[config.mk]
export PLATFORM = sky130hd
export DESIGN_NAME = occ_mulmod
export DESIGN_NICKNAME = d
export VERILOG_FILES = /design/src/rtl/occ_pkg.sv /design/src/rtl/occ_mulmod.sv
export SDC_FILE = /design/constraint.sdc
export NUM_CORES = 2
export LEC_CHECK = 0
export BUFFER_PORTS_ARGS = -buffer_cell sky130_fd_sc_hd__buf_2
export CORE_UTILIZATION = 30
export DETAILED_ROUTE_END_ITERATION = 8
export GPL_ROUTABILITY_DRIVEN = 0
export PLACE_DENSITY = 0.55
export SLEW_MARGIN = 30
export SYNTH_ARGS = -nofsm -noshare
export SYNTH_HDL_FRONTEND = slang
export SYNTH_SLANG_ARGS = --single-unit
[constraint.sdc]
create_clock -name aclk -period 7.2 [get_ports aclk]
set_clock_uncertainty 0.15 [all_clocks]
set_input_delay 0.72 -clock aclk [delete_from_list [all_inputs] [get_ports aclk]]
set_output_delay 0.72 -clock aclk [all_outputs]
set_load 0.05 [all_outputs]
[src/rtl/occ_pkg.sv]
// ----------------------------------------------------------------------------
// occ_pkg
// Types and constants shared by the overlap combination counter.
// ----------------------------------------------------------------------------
package occ_pkg;

    localparam int unsigned VAL_W   = 30;
    localparam int unsigned COUNT_W = 13;
    localparam int unsigned KEY_W   = 32;

    localparam logic [VAL_W-1:0]   PRIME_MOD = 30'd998244353;
    localparam logic [VAL_W-1:0]   PRIME_EXP = 30'd998244351;
    localparam logic [COUNT_W-1:0] COUNT_MAX = 13'd8191;

    localparam logic [63:0] MU_FULL    = 64'h1000_0000_0000_0000 / 64'd998244353;
    localparam logic [30:0] BARRETT_MU = MU_FULL[30:0];

    typedef struct packed {
        logic             valid;
        logic [VAL_W-1:0] a;
        logic [VAL_W-1:0] b;
    } mm_req_t;

    typedef enum logic [3:0] {
        ST_FACT_WR,
        ST_FACT_WAIT,
        ST_EXP_SQ,
        ST_EXP_SQ_WAIT,
        ST_EXP_MUL,
        ST_EXP_MUL_WAIT,
        ST_EXP_STEP,
        ST_INV_WR,
        ST_INV_WAIT,
        ST_IDLE,
        ST_EV_RD,
        ST_EV_MUL1,
        ST_EV_WAIT1,
        ST_EV_WAIT2,
        ST_EV_FIN
    } state_t;

endpackage

[src/rtl/occ_mulmod.sv]
// ----------------------------------------------------------------------------
// occ_mulmod
// Five-stage pipelined multiply modulo the prime, Barrett reduction.
// ----------------------------------------------------------------------------
module occ_mulmod (
    input  logic                       aclk,
    input  logic                       aresetn,
    input  occ_pkg::mm_req_t           req,
    output logic                       res_valid,
    output logic [occ_pkg::VAL_W-1:0]  res
);
    import occ_pkg::*;

    logic [4:0]         vld_reg;
    logic [59:0]        prod_reg;
    logic [61:0]        q1_reg;
    logic [31:0]        x2_reg;
    logic [31:0]        x3_reg;
    logic [31:0]        qp_reg;
    logic [31:0]        r_reg;
    logic [VAL_W-1:0]   res_reg;
    logic [59:0]        qp_full;
    logic [31:0]        p32;

    assign p32     = 32'(PRIME_MOD);
    assign qp_full = 60'(q1_reg[60:31]) * 60'(PRIME_MOD);

    always_ff @(posedge aclk) begin
        if (!aresetn) begin
            vld_reg <= '0;
        end else begin
            vld_reg <= {vld_reg[3:0], req.valid};
        end
    end

    always_ff @(posedge aclk) begin
        prod_reg <= 60'(req.a) * 60'(req.b);
        q1_reg   <= 62'(prod_reg[59:29]) * 62'(BARRETT_MU);
        x2_reg   <= prod_reg[31:0];
        x3_reg   <= x2_reg;
        qp_reg   <= qp_full[31:0];
        r_reg    <= x3_reg - qp_reg;
        if (r_reg >= {p32[30:0], 1'b0}) begin
            res_reg <= VAL_W'(r_reg - {p32[30:0], 1'b0});
        end else if (r_reg >= p32) begin
            res_reg <= VAL_W'(r_reg - p32);
        end else begin
            res_reg <= VAL_W'(r_reg);
        end
    end

    assign res_valid = vld_reg[4];
    assign res       = res_reg;

endmodule

==> qor.csv <==
stage,metric,value,unit
worst_hold_path,Worst Hold Class,flip-flop to flip-flop,
clocking,CTS Buf Count,28,
clocking,CTS max path bufs,3,
timing,Achievable Freq,140,MHz
synthesis,Syn Area/Cell,9.72,um2
outcome,status,finished clean,
clocking,"CTS clk-pin slew, worst paths",0.06,ns
floorplan,Core Region,0.167,mm2
layout,layout cell share with drive strength beyond 1,14.5,%
global_routing,total grt overflow,0,
synthesis,YS warnings,0,
synthesis,Yosys cell types,86,
layout,most frequent cells in the layout,"inv_1, fa_1, ha_1, and2_1, nand2_1",
layout,multi-input combinational cell area,0.0409,mm2
floorplan,row cnt,150,
synthesis,Post-synth ARST share,0,%
global_routing,largest net degree at the start of global routing,24,
synthesis,area share of the leading cell type in the synthesized netlist,41.4,%
detailed_routing,TritonRoute pass-1 iters,5,
detailed_routing,Vias/cell,4.50,
timing,Slew headroom,56.7,%
floorplan,Initial Util,30.2,%
timing,RSZ-0062 raised after global routing,yes,
setup_path,Crit path required time,7.53,ns
detailed_routing,# DRC,0,
global_routing,Total Routing Usage GR,15.2,%
floorplan,die area,0.170,mm2
layout,Nets,7387,
detailed_routing,total wire length,127000,um
layout,max reg flops,60,
layout,filler cell count,16900,
setup_path,worst-path fanout max,9,
clocking,hold_buf cts,0,
global_routing,routing usage on met1,22.0,%
timing,Final Critical Period,7.13,ns
global_routing,M2 GR Usage,25.0,%
synthesis,Synth Instances,5204,
detailed_routing,"antenna viol nets, final",0,
timing,period utilisation layout,99.0,%
clocking,Root Driver,clkbuf_16,
place,Final HPWL DP,113000,um
timing,worst-margin pin slew,0.646,ns
synthesis,number of enable flip-flop cells after synthesis,0,
global_routing,GRT met3 Usage,1.51,%
timing,Pins Over Slew Limit,0,
detailed_routing,initial drt markers,1706,
timing,Final Setup Violations,0,
global_routing,initial antenna violation count,1,
layout,post-layout util,35.3,%
synthesis,synth top area cells,"fa_1, ha_1, dfxtp_1",
layout,"commonest non-fill, non-tap cell in the layout",inv_1,
clocking,"Clk Latency, worst-skew pair",0.59,ns
synthesis,"Net Count, Synth",7027,
floorplan,Die W,413,um
detailed_routing,via count,35000,
timing,final hold violation count,0,
run,max-cap viol count,0,
clocking,CTS tree,done,
synthesis,sequential area share after synthesis,10.0,%
layout,FF+latch area,0.00507,mm2
setup_path,"Arr. time, crit path",7.46,ns
timing,hold slack final,0.142,ns
setup_path,crit end category,flip-flop,
detailed_routing,average wire per standard cell,16.4,um
global_routing,vias in the first global route,38100,
place,PortBufs,93,
setup_path,crit path kind,input port to flip-flop,
setup_path,Worst Setup Start Kind,input port,
clocking,CTS H-tree lvls,1,
global_routing,GRT Max-Usage Layer,met2,
layout,P&R area growth vs syn,16.7,%
synthesis,"FF+latch count, synth",253,
floorplan,Top-Level Pins,94,
timing,TNS Setup,0,ns
synthesis,Synth Cell Area,0.0506,mm2
synthesis,largest area contributor in the netlist,fa_1,
clocking,CTS sink cnt,253,
synthesis,prevailing post-synth register cell,dfxtp_1,
global_routing,first-pass GRT wire length,206000,um
floorplan,die height,413,um
-- kinds of logic (layout without fill, tap and decap cells) --
group,after synthesis,count (layout),synth area share [%]
fa+ha+maj,1760,1760,59.1
buf+inv,1445,1827,10.8
simple gates,1230,1230,12.7
compound gates,361,361,4.79
flops,253,253,10.0
xor+xnor,150,150,2.60
mux,5,5,0.106
other cells,0,1,0
-- routing by layer --
metal	vias to the layer above	routed length (um)	share of wire [%]
met5	-	0	0
met4	0	1770	1.4
met3	107	5740	4.5
met2	674	58600	46
met1	17900	61300	48
li1	16400	-	-
-- through the flow --
step	instances	cell area, um2	setup WS (ns)
global route	7791	59000	-0.0884
floorplan	5204	50800	-0.0643
CTS	7762	57500	-0.00964
detailed placement	7710	56400	-0.932
finish	7791	59000	0.0739
global placement	7710	56400	-0.882
-- Yosys cell counts, types with 18 or more instances --
cell,n
inv_1,1254
o21a_1,18
nor3_1,30
clkbuf_1,186
and2_1,534
a21oi_1,104
fa_1,1046
xor2_1,49
nor2_1,88
dfxtp_1,253
xnor2_1,101
ha_1,714
nand3_1,37
nand4_1,18
nand2_1,445
a21o_1,47
o21ai_0,62
-- final cells by class --
cell class | count | area share, %
multi-input cells | 3506 | 69.3
diodes | 1 | 0.00424
flip-flops and latches | 253 | 8.60
repair buffers | 521 | 7.78
clock buffers | 29 | 1.21
inverters | 1254 | 7.98
clock inverters | 23 | 0.501
well taps | 2204 | 4.67
-- final timing paths --
check | from | end | slack (ns) | cells after the start
setup / recovery | req[40] | prod_reg[53]$_DFF_P_ | 0.07 | 28
hold / removal | q1_reg[43]$_DFF_P_ | qp_reg[12]$_DFF_P_ | 0.14 | 0
setup reg to reg | prod_reg[40]$_DFF_P_ | q1_reg[56]$_DFF_P_ | 0.25 | 28
hold reg to reg | q1_reg[43]$_DFF_P_ | qp_reg[12]$_DFF_P_ | 0.14 | 0
-- worst max-delay path, cell delays in order --
cell      delay (ns)
buf_16          0.13
buf_12          0.15
and2_1          0.17
fa_1            0.53
inv_1           0.05
fa_1            0.47
inv_1           0.06
fa_2            0.57
fa_1            0.43
fa_1            0.52
fa_1            0.51
fa_1            0.50
inv_1           0.05
fa_1            0.50
inv_2           0.05
ha_4            0.22
a21o_1          0.17
a21o_1          0.20
a21oi_4         0.20
a211oi_2        0.09
buf_4           0.14
o211ai_1        0.20
nand2_2         0.12
buf_6           0.13
a31oi_4         0.18
o21ai_1         0.09
o211ai_1        0.12
xnor2_1         0.14
-- what timing repair did --
action / CTS / global route
gates resized for setup: 42 / 366
setup endpoints to repair: 24 / 43
buffers inserted: 0 / 22
pin swaps: 2 / 169
gates cloned: 0 / 6
Power is left out: the tool's default activity adds up to more than one toggle a clock period on the data nets, which glitch-free logic cannot reach.
